$ cat src/sv/upd_pkg.sv
package upd_pkg;

	// Escape phase codes.
	localparam logic [1:0] PH_IDLE = 2'd0;
	localparam logic [1:0] PH_PCT  = 2'd1;
	localparam logic [1:0] PH_DIG  = 2'd2;

	// Character constants.
	localparam logic [7:0] PCT_CHAR = 8'h25;
	localparam logic [7:0] PRINT_LO = 8'h20;
	localparam logic [7:0] PRINT_HI = 8'h7e;
	localparam logic [7:0] CH_ZERO  = 8'h30;
	localparam logic [7:0] CH_UPPER = 8'h41;
	localparam logic [7:0] CH_LOWER = 8'h61;

	// Most results that one request can cause.
	localparam int MAX_RES = 3;

	// Scanner state carried from one request to the next.
	typedef struct packed {
		logic [1:0] phase;
		logic [7:0] first;
	} scan_t;

	// Group of results caused by one request.
	typedef struct packed {
		logic [1:0]                 cnt;
		logic [MAX_RES-1:0][7:0]    bytes;
		logic                       str_end;
	} grp_t;

	// Value of one hex digit; any other byte counts as zero.
	function automatic logic [3:0] hex_value(input logic [7:0] b);
		logic [7:0] d;
		d = 8'h00;
		if (b >= CH_ZERO && b <= CH_ZERO + 8'd9) begin
			d = b - CH_ZERO;
		end else if (b >= CH_UPPER && b <= CH_UPPER + 8'd5) begin
			d = b - CH_UPPER + 8'd10;
		end else if (b >= CH_LOWER && b <= CH_LOWER + 8'd5) begin
			d = b - CH_LOWER + 8'd10;
		end
		return d[3:0];
	endfunction

endpackage

$ cat src/sv/upd_decode.sv
module upd_decode (
	input  logic [7:0]    in_byte,
	input  logic          in_last,
	input  upd_pkg::scan_t cur,
	output upd_pkg::scan_t nxt,
	output upd_pkg::grp_t  grp
);
	import upd_pkg::*;

	logic [7:0] val;

	// Byte that the two gathered digits form.
	assign val = {hex_value(cur.first), hex_value(in_byte)};

	// Next scanner state and the results of this request.
	always_comb begin
		nxt.phase   = PH_IDLE;
		nxt.first   = cur.first;
		grp.cnt     = 2'd0;
		grp.bytes   = '0;
		grp.str_end = in_last;
		unique case (cur.phase)
			PH_PCT: begin
				nxt.first = in_byte;
				if (in_last) begin
					// Escape cut short after the first digit.
					grp.bytes[0] = PCT_CHAR;
					grp.bytes[1] = in_byte;
					grp.cnt      = 2'd2;
				end else begin
					nxt.phase = PH_DIG;
				end
			end
			PH_DIG: begin
				if (val >= PRINT_LO && val <= PRINT_HI) begin
					grp.bytes[0] = val;
					grp.cnt      = 2'd1;
				end else begin
					// Rejected escape passes through unchanged.
					grp.bytes[0] = PCT_CHAR;
					grp.bytes[1] = cur.first;
					grp.bytes[2] = in_byte;
					grp.cnt      = 2'd3;
				end
			end
			default: begin
				if (in_byte == PCT_CHAR && !in_last) begin
					nxt.phase = PH_PCT;
				end else begin
					grp.bytes[0] = in_byte;
					grp.cnt      = 2'd1;
				end
			end
		endcase
	end

endmodule

$ cat src/sv/upd_out_queue.sv
module upd_out_queue (
	input  logic          clk,
	input  logic          arst_n,
	input  logic          load,
	input  upd_pkg::grp_t  grp,
	output logic          load_ok,
	output logic          out_valid,
	input  logic          out_stall,
	output logic [7:0]    out_byte,
	output logic          run_last,
	output logic          string_end
);
	import upd_pkg::*;

	logic [1:0]              cnt_s2;
	logic [1:0]              idx_s2;
	logic [MAX_RES-1:0][7:0] bytes_s2;
	logic                    end_s2;
	logic                    done;

	// Current result of the held group.
	assign out_valid  = (cnt_s2 != 2'd0);
	assign run_last   = (idx_s2 == cnt_s2 - 2'd1);
	assign string_end = run_last && end_s2;
	assign out_byte   = bytes_s2[idx_s2];

	// The group frees up when its final result is taken.
	assign done    = out_valid && !out_stall && run_last;
	assign load_ok = !out_valid || done;

	// Group count and index.
	always_ff @(posedge clk or negedge arst_n) begin
		if (!arst_n) begin
			cnt_s2 <= 2'd0;
			idx_s2 <= 2'd0;
		end else if (load) begin
			cnt_s2 <= grp.cnt;
			idx_s2 <= 2'd0;
		end else if (done) begin
			cnt_s2 <= 2'd0;
			idx_s2 <= 2'd0;
		end else if (out_valid && !out_stall) begin
			idx_s2 <= idx_s2 + 2'd1;
		end
	end

	// Group payload.
	always_ff @(posedge clk) begin
		if (load) begin
			bytes_s2 <= grp.bytes;
			end_s2   <= grp.str_end;
		end
	end

endmodule

$ cat src/sv/url_percent_decoder_unit.sv
// Flow: a request is accepted into the input register, then moves into the result
// register once that register can take its group; its first result is offered from there.
// Throughput: one request per cycle while the result register can take each group;
// a rejected escape holds it until its three results are taken, a cut-short escape until its two are.
// Results leave at one per cycle from the result register while out_stall is low.
// Reset: arst_n clears the escape phase, the stored digit and all valid flags.
module url_percent_decoder_unit (
	input  logic       clk,
	input  logic       arst_n,
	input  logic       in_valid,
	output logic       in_stall,
	input  logic [7:0] in_byte,
	input  logic       in_last,
	output logic       out_valid,
	input  logic       out_stall,
	output logic [7:0] out_byte,
	output logic       run_last,
	output logic       string_end
);
	import upd_pkg::*;

	logic       valid_s1;
	logic [7:0] byte_s1;
	logic       last_s1;
	scan_t      scan_q;
	scan_t      scan_nxt;
	grp_t       grp;
	logic       load_ok;
	logic       move;

	// The held request moves on once the result register can take its group.
	assign move     = valid_s1 && load_ok;
	assign in_stall = valid_s1 && !load_ok;

	// Input register.
	always_ff @(posedge clk or negedge arst_n) begin
		if (!arst_n) begin
			valid_s1 <= 1'b0;
		end else if (in_valid && !in_stall) begin
			valid_s1 <= 1'b1;
		end else if (move) begin
			valid_s1 <= 1'b0;
		end
	end

	always_ff @(posedge clk) begin
		if (in_valid && !in_stall) begin
			byte_s1 <= in_byte;
			last_s1 <= in_last;
		end
	end

	// Scanner state advances with each request.
	always_ff @(posedge clk or negedge arst_n) begin
		if (!arst_n) begin
			scan_q <= '{phase: PH_IDLE, first: 8'h00};
		end else if (move) begin
			scan_q <= scan_nxt;
		end
	end

	upd_decode u_decode (
		.in_byte (byte_s1),
		.in_last (last_s1),
		.cur     (scan_q),
		.nxt     (scan_nxt),
		.grp     (grp)
	);

	upd_out_queue u_out (
		.clk        (clk),
		.arst_n     (arst_n),
		.load       (move),
		.grp        (grp),
		.load_ok    (load_ok),
		.out_valid  (out_valid),
		.out_stall  (out_stall),
		.out_byte   (out_byte),
		.run_last   (run_last),
		.string_end (string_end)
	);

endmodule

$ cat config.mk
export PLATFORM = sky130hd
export DESIGN_NAME = url_percent_decoder_unit
export DESIGN_NICKNAME = d
export VERILOG_FILES = /design/src/sv/upd_pkg.sv /design/src/sv/upd_decode.sv /design/src/sv/upd_out_queue.sv /design/src/sv/url_percent_decoder_unit.sv
export SDC_FILE = /design/constraint.sdc
export NUM_CORES = 1
export LEC_CHECK = 0
export ABC_AREA = 1
export BUFFER_PORTS_ARGS = -buffer_cell sky130_fd_sc_hd__clkbuf_2
export CORE_AREA = 5 5 84 86
export DETAILED_ROUTE_END_ITERATION = 16
export DIE_AREA = 0 0 89 91
export SYNTH_ARGS = -nofsm -noshare
export SYNTH_HDL_FRONTEND = slang
export SYNTH_SLANG_ARGS = --single-unit
$ cat constraint.sdc
create_clock -name clk -period 2.8 [get_ports clk]
set_input_delay 0.14 -clock clk [delete_from_list [all_inputs] [get_ports clk]]
set_output_delay 0.14 -clock clk [all_outputs]
set_load 0.03 [all_outputs]
==> results of run 1 <==
-- metal layers --
layer	routed length, µm	up-vias	part of all wire (%)	track usage (%)
li1	-	1091	-	-
met2	2770	58	47	24.0
met5	0	-	0	0
met3	317	8	5.3	2.99
met4	75	0	1.3	4.22
met1	2790	998	47	23.4
-- power groups by stage --
stage	Clock, µW	Combinational [µW]	Sequential, µW
6_report	500	1830	1420
5_1_grt	541	2050	1460
4_1_cts	507	1840	1420
3_5_place_dp	0	1820	1440
3_3_place_gp	0	1820	1430
2_1_floorplan	0	1460	1330
-- critical path, cell delays in order (launching register included) --
cell and delay (ps):
dfrtp_1 480, inv_1 90, ha_1 210, o21ai_0 180
nand2_1 100, nand2_2 120, nand2_1 60, nand2_1 80
nand3_1 120, a21oi_2 200, nand2_4 120, nand2_4 140
nand3_1 90, nand2_1 60, nand2_1 50
-- synth_stat cells (3+ instances only) --
| cell | number | area share [%] |
|---|---|---|
| nand3_1 | 35 | 6.5 |
| nand2_4 | 3 | 1.3 |
| nor2_2 | 3 | 0.70 |
| nand2_1 | 79 | 11 |
| inv_2 | 4 | 0.56 |
| inv_1 | 30 | 4.2 |
| ha_1 | 10 | 4.6 |
| dfrtp_1 | 15 | 14 |
| o31ai_1 | 10 | 2.8 |
| nor2_1 | 38 | 5.3 |
| edfxtp_1 | 34 | 38 |
| a21oi_1 | 10 | 1.9 |
| o21ai_0 | 14 | 2.6 |
| buf_1 | 3 | 0.42 |
| nand2_2 | 3 | 0.70 |
-- per-stage QoR --
stage	setup WS [ps]	utilization, %	area, µm²	std cells	hold WS, ps
after CTS	507	48.3	2990	414	2.16
final	464	48.9	3030	418	6.23
after global routing	257	48.9	3030	418	1.42
after floorplan	321	-	2700	311	-156
after detailed placement	515	46.3	2870	405	104
after global placement	500	46.3	2870	405	111
-- worst paths after layout --
path / start / end / slack, ps
min in group asynchronous: arst_n / scan_q[6]$_DFFE_PN0P_ / 300
min: in_byte[5] / byte_s1[5]$_DFFE_PP_ / 6
max in group asynchronous: arst_n / scan_q[3]$_DFFE_PN0P_ / 2190
max: scan_q[0]$_DFFE_PN0P_ / u_out.bytes_s2[2]$_DFFE_PP_ / 460
min reg2reg: last_s1$_DFFE_PP_ / u_out.end_s2$_DFFE_PP_ / 510
max reg2reg: scan_q[0]$_DFFE_PN0P_ / u_out.bytes_s2[2]$_DFFE_PP_ / 460
-- flip-flops by register name, indices dropped and copies added, names as in the netlist --
signal          cells
last_s1             1
u_out.cnt_s2        2
valid_s1            1
u_out.idx_s2        2
byte_s1             8
u_out.bytes_s2     24
scan_q             10
u_out.end_s2        1
-- cell families after synthesis --
logic type,synth area share [%]
flip-flops,51.8
buffers and inverters,6.77
AND/OR/NAND/NOR,27.6
adder cells (fa/ha/maj),4.64
XOR/XNOR,0.649
AO/OA/AOI/OAI,8.63
-- area by class of cell --
type | count | area (µm²) | area share, %
clock inverter | 3 | 41.3 | 1.36
timing repair buffer | 31 | 185 | 6.10
tap | 77 | 96.3 | 3.18
multi-input combinational | 219 | 1120 | 36.9
sequential | 49 | 1400 | 46.0
inverter | 34 | 128 | 4.21
clock buffer | 5 | 68.8 | 2.27
==> flow_results.xml, run 1 <==
<?xml version="1.0" encoding="UTF-8"?>
<metrics>
  <group name="outcome">
    <metric name="run_status" unit="">complete, no violations</metric>
  </group>
  <group name="routing">
    <metric name="routed-via-count" unit="">2155</metric>
    <metric name="routedWlPerCell" unit="µm">14.2</metric>
    <metric name="detail-route-antenna-nets" unit="">0</metric>
    <metric name="drt_iter0_markers" unit="">180</metric>
    <metric name="viasPerCell" unit="">5.16</metric>
    <metric name="detail_route.first_pass.iterations" unit="">4</metric>
    <metric name="total_wirelength_of_the_detailed_routed_design" unit="µm">5950</metric>
    <metric name="drc_errors" unit="">0</metric>
  </group>
  <group name="clock_tree">
    <metric name="tritoncts_num_sinks" unit="">49</metric>
    <metric name="buffers_inserted_by_post_cts_timing_repair" unit="">0</metric>
    <metric name="cts.htree.levels" unit="">2</metric>
    <metric name="tritoncts" unit="">built</metric>
    <metric name="cts_inserted_buffers" unit="">5</metric>
    <metric name="ctsHoldBuffers" unit="">1</metric>
    <metric name="post_cts_resize_count" unit="">0</metric>
    <metric name="cts.path.max_buffers" unit="">2</metric>
    <metric name="clock_insertion_delay_worst_skew" unit="ps">300</metric>
    <metric name="cts-root-buf" unit="">clkbuf_8</metric>
    <metric name="cts.clk_slew.worst_paths" unit="ps">90</metric>
  </group>
  <group name="grt">
    <metric name="grt_usage" unit="%">15.9</metric>
    <metric name="grt_remaining_overflow" unit="">0</metric>
    <metric name="first_global_vias" unit="">1999</metric>
    <metric name="number_of_antenna_violations_at_the_first_check_in_global_routing" unit="">0</metric>
    <metric name="grt_pass1_wl" unit="µm">10100</metric>
    <metric name="grt_start_max_net_pins" unit="">26</metric>
  </group>
  <group name="synthesis">
    <metric name="syn_area_per_cell" unit="µm²">8.67</metric>
    <metric name="post_synth_instance_area" unit="µm²">2700</metric>
    <metric name="synth_async_sr_flop_share" unit="%">30.6</metric>
    <metric name="synth_edf_count" unit="">34</metric>
    <metric name="synth_flop_cell" unit="">edfxtp_1</metric>
    <metric name="synthesis.instances" unit="">311</metric>
    <metric name="synth_seq_area_share" unit="%">51.8</metric>
    <metric name="mappedNetlistNets" unit="">334</metric>
    <metric name="ys_seq_elements" unit="">49</metric>
    <metric name="synth.distinct_cells" unit="">29</metric>
    <metric name="yosys_warnings" unit="">0</metric>
  </group>
  <group name="final_layout">
    <metric name="design.final.nets" unit="">363</metric>
    <metric name="num_antenna_cells" unit="">0</metric>
    <metric name="area_delta_synth_final" unit="%">12.5</metric>
    <metric name="layout.cells.most_common_list" unit="">nand2_1, nor2_1, nand3_1</metric>
    <metric name="mostFrequentLayoutCell" unit="">nand2_1</metric>
    <metric name="drive_gt1_share" unit="%">15.0</metric>
    <metric name="final.fill_count" unit="">601</metric>
  </group>
  <group name="worst_setup_path">
    <metric name="worstPathRequired" unit="ps">2860</metric>
    <metric name="critPathLaunchType" unit="">flip-flop</metric>
    <metric name="critical_path_class" unit="">flip-flop to flip-flop</metric>
    <metric name="crit_end_element" unit="">flip-flop</metric>
    <metric name="reg2regPathDepth" unit="">14</metric>
    <metric name="critPathMaxFanout" unit="">12</metric>
    <metric name="cp_data_arrival_time" unit="ps">2400</metric>
  </group>
  <group name="worst_hold_path">
    <metric name="hold_class" unit="">input port to flip-flop</metric>
    <metric name="cell_depth_of_the_worst_min_delay_path" unit="">1</metric>
  </group>
  <group name="timing">
    <metric name="fin_setup_tns" unit="ps">0</metric>
    <metric name="period_share" unit="%">83.4</metric>
    <metric name="slew_violations" unit="">0</metric>
    <metric name="rsz0062_at_grt" unit="">false</metric>
    <metric name="timing.final.crit_period" unit="ps">2340</metric>
    <metric name="setup_viol" unit="">0</metric>
    <metric name="worst_slew_margin_rel" unit="%">56.1</metric>
    <metric name="clock.fmax" unit="MHz">428</metric>
    <metric name="clock-skew-final" unit="ps">6.93</metric>
    <metric name="tightestPinTransition" unit="ps">652</metric>
    <metric name="fin_hold_viols" unit="">0</metric>
  </group>
  <group name="power">
    <metric name="swShare" unit="%">46.7</metric>
    <metric name="combinationalPowerShare" unit="%">48.8</metric>
    <metric name="p_sw" unit="µW">1750</metric>
    <metric name="power.share.sequential" unit="%">37.8</metric>
    <metric name="power.density" unit="nW/µm²">1230</metric>
    <metric name="vdd.ir_drop.worst" unit="mV">0.507</metric>
    <metric name="p_leak" unit="µW">0.00134</metric>
    <metric name="clkPwrFrac" unit="%">13.3</metric>
    <metric name="cellInternalPower" unit="µW">2000</metric>
    <metric name="total_power" unit="µW">3740</metric>
  </group>
  <group name="floorplanning">
    <metric name="floorplan.die.height" unit="µm">91</metric>
    <metric name="num_rows" unit="">29</metric>
    <metric name="die_width" unit="µm">89</metric>
    <metric name="core-area" unit="µm²">6200</metric>
    <metric name="full_die_area" unit="µm²">8100</metric>
    <metric name="io_pins" unit="">25</metric>
    <metric name="initial_standard_cell_utilization_of_the_core" unit="%">43.5</metric>
  </group>
  <group name="placement">
    <metric name="portBuffers" unit="">24</metric>
    <metric name="place.detailed.hpwl" unit="µm">4490</metric>
    <metric name="last_weighted_congestion_value_of_the_routability_driven_placer" unit="">0.914</metric>
  </group>
  <group name="flow_run">
    <metric name="max_cap_violations" unit="">0</metric>
  </group>
</metrics>
Power figures use the tool's default switching activity.
==> inputs of run 2 (changes only) <==
==> constraint.sdc (replaced) <==
create_clock -name clk -period 2.17 [get_ports clk]
set_input_delay 0.1085 -clock clk [delete_from_list [all_inputs] [get_ports clk]]
set_output_delay 0.1085 -clock clk [all_outputs]
set_load 0.03 [all_outputs]
==> run 2 against run 1 <==
  * Final area is 12% higher
  * Clock power is 6.6% higher
  * Sequential share of layout area is 4.8 points lower
  * Critical path depth is 1 lower
  * Sequential cell count stayed put
  * Total power is 39% higher
  * Die area stayed put
  * Clock skew is 1.6 ps lower
  * First-iteration DRC count is 13% lower
  * Hold slack better by 19 ps
  * Combinational power is 58% higher
==> flow_results.xml, run 2 (synthesized netlist as in run 1, its figures left out) <==
<?xml version="1.0" encoding="UTF-8"?>
<metrics>
  <group name="timing">
    <metric name="post-route-worst-setup-slack" unit="ps">41.8</metric>
    <metric name="period_share" unit="%">98.1</metric>
    <metric name="setup_viol" unit="">0</metric>
    <metric name="minimum_hold_slack" unit="ps">25.4</metric>
    <metric name="rsz0062_at_grt" unit="">true</metric>
    <metric name="clock.fmax" unit="MHz">470</metric>
    <metric name="slew_violations" unit="">0</metric>
    <metric name="fin_hold_viols" unit="">0</metric>
    <metric name="tightestPinTransition" unit="ps">762</metric>
    <metric name="timing.final.crit_period" unit="ps">2130</metric>
    <metric name="worst_slew_margin_rel" unit="%">49.2</metric>
    <metric name="clock-skew-final" unit="ps">5.30</metric>
  </group>
  <group name="clock_tree">
    <metric name="tritoncts_num_sinks" unit="">49</metric>
    <metric name="tritoncts" unit="">built</metric>
    <metric name="cts.clk_slew.worst_paths" unit="ps">90</metric>
    <metric name="clock_insertion_delay_worst_skew" unit="ps">300</metric>
    <metric name="cts.htree.levels" unit="">2</metric>
    <metric name="cts.path.max_buffers" unit="">2</metric>
    <metric name="cts_inserted_buffers" unit="">5</metric>
    <metric name="cts-root-buf" unit="">clkbuf_8</metric>
  </group>
  <group name="placement">
    <metric name="place_ws" unit="ps">25.1</metric>
    <metric name="place_inst" unit="">417</metric>
    <metric name="last_weighted_congestion_value_of_the_routability_driven_placer" unit="">0.962</metric>
    <metric name="portBuffers" unit="">24</metric>
    <metric name="place.detailed.hpwl" unit="µm">4520</metric>
    <metric name="postPlaceCellArea" unit="µm²">3020</metric>
  </group>
  <group name="worst_setup_path">
    <metric name="crit_path_top_delay_cell" unit="">dfrtp_1</metric>
    <metric name="reg2reg_to" unit="">u_out.bytes_s2[0]$_DFFE_PP_</metric>
    <metric name="r2r-start" unit="">scan_q[0]$_DFFE_PN0P_</metric>
    <metric name="critical_path_class" unit="">flip-flop to flip-flop</metric>
    <metric name="crit_end_element" unit="">flip-flop</metric>
    <metric name="cp_data_arrival_time" unit="ps">2200</metric>
    <metric name="critPathMaxFanout" unit="">6</metric>
    <metric name="crit_path_max_incr_delay" unit="ps">430</metric>
    <metric name="timing.critical_path.mode_cell" unit="">nand2_1</metric>
    <metric name="critical_path.cell_chain" unit="">inv_2, ha_2, o21ai_2, nand2_1, nand2_2, nand2_1, nand3_4, a21oi_4, nand2_4, nand2_8, nand3_2, nand2_1, nand2_1</metric>
    <metric name="worstPathRequired" unit="ps">2240</metric>
    <metric name="reg2regPathDepth" unit="">13</metric>
    <metric name="regToRegSetupSlack" unit="ps">40</metric>
    <metric name="critPathLaunchType" unit="">flip-flop</metric>
  </group>
  <group name="grt">
    <metric name="grt_start_max_net_pins" unit="">26</metric>
    <metric name="grt_use_met2" unit="%">24.2</metric>
    <metric name="number_of_antenna_violations_at_the_first_check_in_global_routing" unit="">0</metric>
    <metric name="grt_usage" unit="%">16.1</metric>
    <metric name="grt_remaining_overflow" unit="">0</metric>
    <metric name="grt_pass1_wl" unit="µm">10200</metric>
    <metric name="busiest_layer" unit="">met2</metric>
    <metric name="met1_usage" unit="%">23.7</metric>
    <metric name="first_global_vias" unit="">2063</metric>
    <metric name="met3_usage" unit="%">3.26</metric>
  </group>
  <group name="final_layout">
    <metric name="fin_area" unit="µm²">3390</metric>
    <metric name="drive_gt1_share" unit="%">27.7</metric>
    <metric name="layout.cells.most_common_list" unit="">nand2_1, nor2_1, edfxtp_1</metric>
    <metric name="num_antenna_cells" unit="">0</metric>
    <metric name="final.fill_count" unit="">582</metric>
    <metric name="biggestRegsByFlops" unit="">u_out.bytes_s2 x24, scan_q x10, byte_s1 x8</metric>
    <metric name="mostFrequentLayoutCell" unit="">nand2_1</metric>
    <metric name="largest_register_ffs" unit="">24</metric>
    <metric name="fin_cells" unit="">445</metric>
    <metric name="design.final.nets" unit="">390</metric>
    <metric name="top_register" unit="">u_out.bytes_s2</metric>
    <metric name="area_delta_synth_final" unit="%">25.6</metric>
  </group>
  <group name="outcome">
    <metric name="run_status" unit="">complete, no violations</metric>
  </group>
  <group name="floorplanning">
    <metric name="io_pins" unit="">25</metric>
    <metric name="initial_standard_cell_utilization_of_the_core" unit="%">43.5</metric>
    <metric name="num_rows" unit="">29</metric>
    <metric name="floorplan.die.height" unit="µm">91</metric>
    <metric name="die_width" unit="µm">89</metric>
    <metric name="full_die_area" unit="µm²">8100</metric>
    <metric name="core-area" unit="µm²">6200</metric>
  </group>
  <group name="flow_run">
    <metric name="max_cap_violations" unit="">0</metric>
  </group>
  <group name="power">
    <metric name="power.share.sequential" unit="%">33.9</metric>
    <metric name="vdd.ir_drop.worst" unit="mV">0.710</metric>
    <metric name="total_power" unit="µW">5200</metric>
    <metric name="swShare" unit="%">47.3</metric>
    <metric name="cellInternalPower" unit="µW">2740</metric>
    <metric name="p_leak" unit="µW">0.00148</metric>
    <metric name="power.density" unit="nW/µm²">1530</metric>
    <metric name="clkPwrFrac" unit="%">10.2</metric>
    <metric name="p_sw" unit="µW">2460</metric>
    <metric name="combinationalPowerShare" unit="%">55.8</metric>
  </group>
  <group name="routing">
    <metric name="drc_errors" unit="">0</metric>
    <metric name="drt_iter0_markers" unit="">157</metric>
    <metric name="total_wirelength_of_the_detailed_routed_design" unit="µm">6370</metric>
    <metric name="routedWlPerCell" unit="µm">14.3</metric>
    <metric name="detail-route-antenna-nets" unit="">0</metric>
    <metric name="detail_route.first_pass.iterations" unit="">4</metric>
    <metric name="viasPerCell" unit="">5.17</metric>
    <metric name="routed-via-count" unit="">2302</metric>
  </group>
  <group name="worst_hold_path">
    <metric name="timing.hold.worst.start" unit="">in_valid</metric>
    <metric name="min_to" unit="">valid_s1$_DFFE_PN0P_</metric>
    <metric name="hold_class" unit="">input port to flip-flop</metric>
    <metric name="cell_depth_of_the_worst_min_delay_path" unit="">3</metric>
  </group>
</metrics>
==> run 2: power by group through the flow <==
stage | Combinational, µW | Sequential (µW) | Clock, µW
floorplan | 1970 | 1720 | 0
global placement | 2640 | 1770 | 0
detailed placement | 2680 | 1780 | 0
CTS | 2710 | 1760 | 549
global route | 3210 | 1810 | 585
finish | 2900 | 1770 | 533
==> run 2: worst max-delay path: cells and delay by family (launching register included) <==
kind            cells  cell delay (ps)
flops               1              430
compound gates      2              270
buf+inv             1               70
simple gates        9              940
fa+ha+maj           1              180
==> run 2: layout make-up <==
| class | instances | area (µm²) | area share [%] |
|---|---|---|---|
| sequential | 49 | 1400 | 41.2 |
| timing repair buffer | 56 | 410 | 12.1 |
| clock inverter | 3 | 17.5 | 0.517 |
| tap | 77 | 96.3 | 2.84 |
| inverter | 34 | 128 | 3.77 |
| multi-input combinational | 221 | 1270 | 37.5 |
| clock buffer | 5 | 68.8 | 2.03 |
==> run 2: layer usage <==
layer	vias to the layer above	part of all wire, %
met5	-	0
met4	0	1.6
met3	11	5.4
met2	69	48
met1	1072	45
li1	1150	-
==> run 2: timing repair <==
item / CTS / global route
setup buffers: 0 / 8
hold buffers: 10 / 0
resized for setup: 0 / 28
hold endpoints to repair: 24 / 0
endpoints found under the setup margin: 0 / 21
==> run 2: worst max-delay path by stage <==
stage / from / endpoint / cells after the start
floorplan: u_out.cnt_s2[0]$_DFFE_PN0P_ / scan_q[5]$_DFFE_PN0P_ / 12
global placement: scan_q[0]$_DFFE_PN0P_ / u_out.bytes_s2[2]$_DFFE_PP_ / 14
detailed placement: scan_q[0]$_DFFE_PN0P_ / u_out.bytes_s2[2]$_DFFE_PP_ / 14
CTS: scan_q[0]$_DFFE_PN0P_ / u_out.bytes_s2[0]$_DFFE_PP_ / 14
global route: scan_q[0]$_DFFE_PN0P_ / u_out.bytes_s2[0]$_DFFE_PP_ / 13
finish: scan_q[0]$_DFFE_PN0P_ / u_out.bytes_s2[0]$_DFFE_PP_ / 13
==> run 2: per-stage QoR <==
stage	TNS (ps)	util, %
after global routing	-410	54.6
after CTS	0	51.7
after detailed placement	0	48.7
final	0	54.6
after floorplan	-959	-
after global placement	0	48.7
==> inputs of run 3 (changes only) <==
--- a/config.mk
+++ b/config.mk
@@ -5,7 +5,7 @@
 export SDC_FILE = /design/constraint.sdc
 export NUM_CORES = 1
 export LEC_CHECK = 0
-export ABC_AREA = 1
+export ABC_AREA = 0
 export BUFFER_PORTS_ARGS = -buffer_cell sky130_fd_sc_hd__clkbuf_2
 export CORE_AREA = 5 5 84 86
 export DETAILED_ROUTE_END_ITERATION = 16
==> run 3 against run 2 <==
  * The run now ends with negative setup slack left
  * Global-route usage up 1.7 points
  * Register-to-register slack got worse by 200 ps
  * Combinational power shrank 27%
  * Clock-buffer cell count is 2 higher
  * Cell count down 9.4%
  * Clock skew decreased by 1.2 ps
  * Final area up 6.8%
  * Sequential power is 12% lower
  * Non-clock buffer count is 23 higher
  * Fmax fell by 8.4%
  * Core utilization is 3.7 points higher
  * Hold slack better by 160 ps
  * Largest power group unchanged
==> flow_results.xml, run 3 <==
<?xml version="1.0" encoding="UTF-8"?>
<metrics>
  <group name="outcome">
    <metric name="run_status" unit="">finished, violations left</metric>
    <metric name="violations" unit="">negative setup slack</metric>
  </group>
  <group name="synthesis">
    <metric name="synth_compound_area_share" unit="%">17.9</metric>
    <metric name="yosys-top-cells-count" unit="">edfxtp_1, o21ai_0, nor2_1</metric>
    <metric name="synth_flop_cell" unit="">edfxtp_1</metric>
    <metric name="synth.distinct_cells" unit="">47</metric>
    <metric name="synth_async_sr_flop_share" unit="%">30.6</metric>
    <metric name="ys_seq_elements" unit="">49</metric>
    <metric name="synthMostInstantiatedCell" unit="">edfxtp_1</metric>
    <metric name="mappedNetlistNets" unit="">270</metric>
    <metric name="synth.area.top_cells" unit="">edfxtp_1, dfrtp_1, ha_1, o21ai_0, mux2i_1</metric>
    <metric name="largest_family_of_logic_cells_by_synthesized_area" unit="">compound AO/OA/AOI/OAI gates</metric>
    <metric name="yosys.area_share.xor_xnor" unit="%">0.654</metric>
    <metric name="synthAdderAreaFrac" unit="%">4.67</metric>
    <metric name="post_synth_mux_area_share" unit="%">7.06</metric>
    <metric name="synth-simple-area-share" unit="%">14.2</metric>
    <metric name="yosys_warnings" unit="">0</metric>
    <metric name="post_synth_instance_area" unit="µm²">2680</metric>
    <metric name="post-synth-top-area-fraction" unit="%">38.1</metric>
    <metric name="synth_edf_count" unit="">34</metric>
    <metric name="syn_area_per_cell" unit="µm²">10.8</metric>
    <metric name="synth_seq_area_share" unit="%">52.1</metric>
    <metric name="yosys.area.top_type" unit="">edfxtp_1</metric>
    <metric name="synthesis.instances" unit="">247</metric>
  </group>
  <group name="worst_setup_path">
    <metric name="critPathLaunchType" unit="">flip-flop</metric>
    <metric name="worstPathRequired" unit="ps">2230</metric>
    <metric name="regToRegSetupSlack" unit="ps">-150</metric>
    <metric name="cp_data_arrival_time" unit="ps">2390</metric>
    <metric name="critical_path_class" unit="">flip-flop to flip-flop</metric>
    <metric name="r2r-start" unit="">byte_s1[0]$_DFFE_PP_</metric>
    <metric name="critPathMaxFanout" unit="">4</metric>
    <metric name="startpoint" unit="">byte_s1[0]$_DFFE_PP_</metric>
    <metric name="crit_end_element" unit="">flip-flop</metric>
  </group>
  <group name="final_layout">
    <metric name="design.final.nets" unit="">348</metric>
    <metric name="mostFrequentLayoutCell" unit="">buf_4</metric>
    <metric name="fin_cells" unit="">403</metric>
    <metric name="largest_register_ffs" unit="">24</metric>
    <metric name="biggestRegsByFlops" unit="">u_out.bytes_s2 x24, scan_q x10, byte_s1 x8</metric>
    <metric name="num_antenna_cells" unit="">0</metric>
    <metric name="drive_gt1_share" unit="%">33.7</metric>
    <metric name="top_register" unit="">u_out.bytes_s2</metric>
    <metric name="area_delta_synth_final" unit="%">35.1</metric>
    <metric name="layout.cells.most_common_list" unit="">buf_4, edfxtp_1, clkbuf_2</metric>
  </group>
  <group name="routing">
    <metric name="drc_errors" unit="">0</metric>
    <metric name="detail_route.first_pass.iterations" unit="">4</metric>
    <metric name="total_wirelength_of_the_detailed_routed_design" unit="µm">6620</metric>
    <metric name="drt_iter0_markers" unit="">54</metric>
    <metric name="detail-route-antenna-nets" unit="">0</metric>
    <metric name="routed-via-count" unit="">2105</metric>
    <metric name="routedWlPerCell" unit="µm">16.4</metric>
    <metric name="viasPerCell" unit="">5.22</metric>
  </group>
  <group name="timing">
    <metric name="clock.fmax" unit="MHz">430</metric>
    <metric name="slew_violations" unit="">0</metric>
    <metric name="tightestPinTransition" unit="ps">710</metric>
    <metric name="timing.final.crit_period" unit="ps">2320</metric>
    <metric name="period_share" unit="%">107</metric>
    <metric name="clock-skew-final" unit="ps">4.06</metric>
    <metric name="worst_slew_margin_rel" unit="%">52.2</metric>
    <metric name="fin_hold_viols" unit="">0</metric>
    <metric name="post-route-worst-setup-slack" unit="ps">-154</metric>
    <metric name="rsz0062_at_grt" unit="">true</metric>
    <metric name="setup_viol" unit="">20</metric>
  </group>
  <group name="clock_tree">
    <metric name="cts_inserted_buffers" unit="">5</metric>
    <metric name="clock_insertion_delay_worst_skew" unit="ps">310</metric>
    <metric name="tritoncts" unit="">built</metric>
    <metric name="tritoncts_num_sinks" unit="">49</metric>
    <metric name="cts.path.max_buffers" unit="">2</metric>
    <metric name="cts.htree.levels" unit="">2</metric>
    <metric name="cts.clk_slew.worst_paths" unit="ps">90</metric>
    <metric name="cts-root-buf" unit="">clkbuf_8</metric>
  </group>
  <group name="flow_run">
    <metric name="max_cap_violations" unit="">0</metric>
  </group>
  <group name="power">
    <metric name="p_leak" unit="µW">0.00149</metric>
    <metric name="power.density" unit="nW/µm²">1160</metric>
    <metric name="total_power" unit="µW">4200</metric>
    <metric name="vdd.ir_drop.worst" unit="mV">0.982</metric>
  </group>
  <group name="placement">
    <metric name="place.detailed.hpwl" unit="µm">4870</metric>
    <metric name="portBuffers" unit="">24</metric>
    <metric name="last_weighted_congestion_value_of_the_routability_driven_placer" unit="">0.979</metric>
    <metric name="place_inst" unit="">374</metric>
  </group>
  <group name="grt">
    <metric name="grt_usage" unit="%">17.8</metric>
    <metric name="number_of_antenna_violations_at_the_first_check_in_global_routing" unit="">0</metric>
    <metric name="grt_remaining_overflow" unit="">0</metric>
    <metric name="first_global_vias" unit="">2163</metric>
    <metric name="grt_start_max_net_pins" unit="">30</metric>
    <metric name="grt_pass1_wl" unit="µm">11100</metric>
  </group>
  <group name="floorplanning">
    <metric name="floorplan.die.height" unit="µm">91</metric>
    <metric name="io_pins" unit="">25</metric>
    <metric name="core-area" unit="µm²">6200</metric>
    <metric name="die_width" unit="µm">89</metric>
    <metric name="initial_standard_cell_utilization_of_the_core" unit="%">43.2</metric>
    <metric name="full_die_area" unit="µm²">8100</metric>
    <metric name="num_rows" unit="">29</metric>
  </group>
  <group name="worst_hold_path">
    <metric name="timing.hold.worst.start" unit="">out_stall</metric>
    <metric name="hold_class" unit="">input port to flip-flop</metric>
  </group>
</metrics>
run 3: cell count changes after synthesis, moves of 10 or more:
cell | previous run | this run
o21ai_0 | 14 | 24
nor2_1 | 38 | 22
nand3_1 | 35 | 3
and2_1 | 0 | 11
nand2_1 | 79 | 20
mux2i_1 | 0 | 11
inv_1 | 30 | 16
run 3: worst paths after layout:
check | to | cells after the start
worst max register to register | u_out.bytes_s2[10]$_DFFE_PP_ | 10
min in group asynchronous | scan_q[1]$_DFFE_PN0P_ | 2
worst min register to register | scan_q[2]$_DFFE_PN0P_ | 1
worst max-delay path | u_out.bytes_s2[10]$_DFFE_PP_ | 10
max in group asynchronous | scan_q[5]$_DFFE_PN0P_ | 2
worst min-delay path | u_out.idx_s2[1]$_DFFE_PN0P_ | 4
run 3: logic make-up (layout without fill, tap and decap cells):
group	after synthesis	in the layout
AOI/OAI and AO/OA	70	70
muxes	18	18
DFF	49	49
adders and majority gates	10	10
and+or+nand+nor	74	74
buffers and inverters	24	103
xor gates and xnor gates	2	2
run 3: where the power goes:
| group | internal (µW) | total, µW | switching (µW) |
|---|---|---|---|
| combinational | 848 | 2120 | 1270 |
| sequential | 1400 | 1560 | 159 |
| clock | 227 | 529 | 302 |
| total | 2470 | 4200 | 1730 |
run 3: what timing repair did:
| item | CTS | global route |
|---|---|---|
| resized for setup | 11 | 16 |
| pin swaps | 12 | 17 |
| endpoints found under the hold margin | 25 | 0 |
| buffers inserted | 7 | 5 |
| hold buffers | 11 | 0 |
| endpoints found under the setup margin | 19 | 26 |
run 3: area by class of cell:
type                       instances  area (µm²)
inverter                          16        66.3
clock buffer                       7        76.3
multi-input combinational        174        1390
sequential                        49        1400
tap                               77        96.3
fill                             529        2590
clock inverter                     1        5.00
timing repair buffer              79         584
run 3: per-stage QoR:
step,TNS [ps],setup slack [ps],instance area [µm²],hold slack (ps),utilization (%)
final,-1980,-154,3620,185,58.3
after global placement,-608,-64.5,3230,57.4,52.0
after global routing,-3850,-221,3620,273,58.3
after floorplan,-1420,-210,2780,-187,-
after CTS,-1100,-98.8,3520,183,56.8
after detailed placement,-1960,-157,3230,55.9,52.0
run 3: critical path, stage by stage (launching register included):
cell and delay [ps]:
edfxtp_1 510, inv_4 110, ha_4 130, or3b_1 330, nand4b_1 140, buf_4 140
a31oi_4 40, o211ai_1 240, buf_4 170, o21ai_4 70, a22o_1 210
run 3: layer usage:
| layer | routed length (µm) | share of wire [%] | track usage (%) |
|---|---|---|---|
| met5 | 0 | 0 | 0 |
| met4 | 142 | 2.1 | 4.96 |
| met3 | 228 | 3.4 | 3.35 |
| met2 | 3270 | 49 | 28.6 |
| met1 | 2980 | 45 | 24.4 |
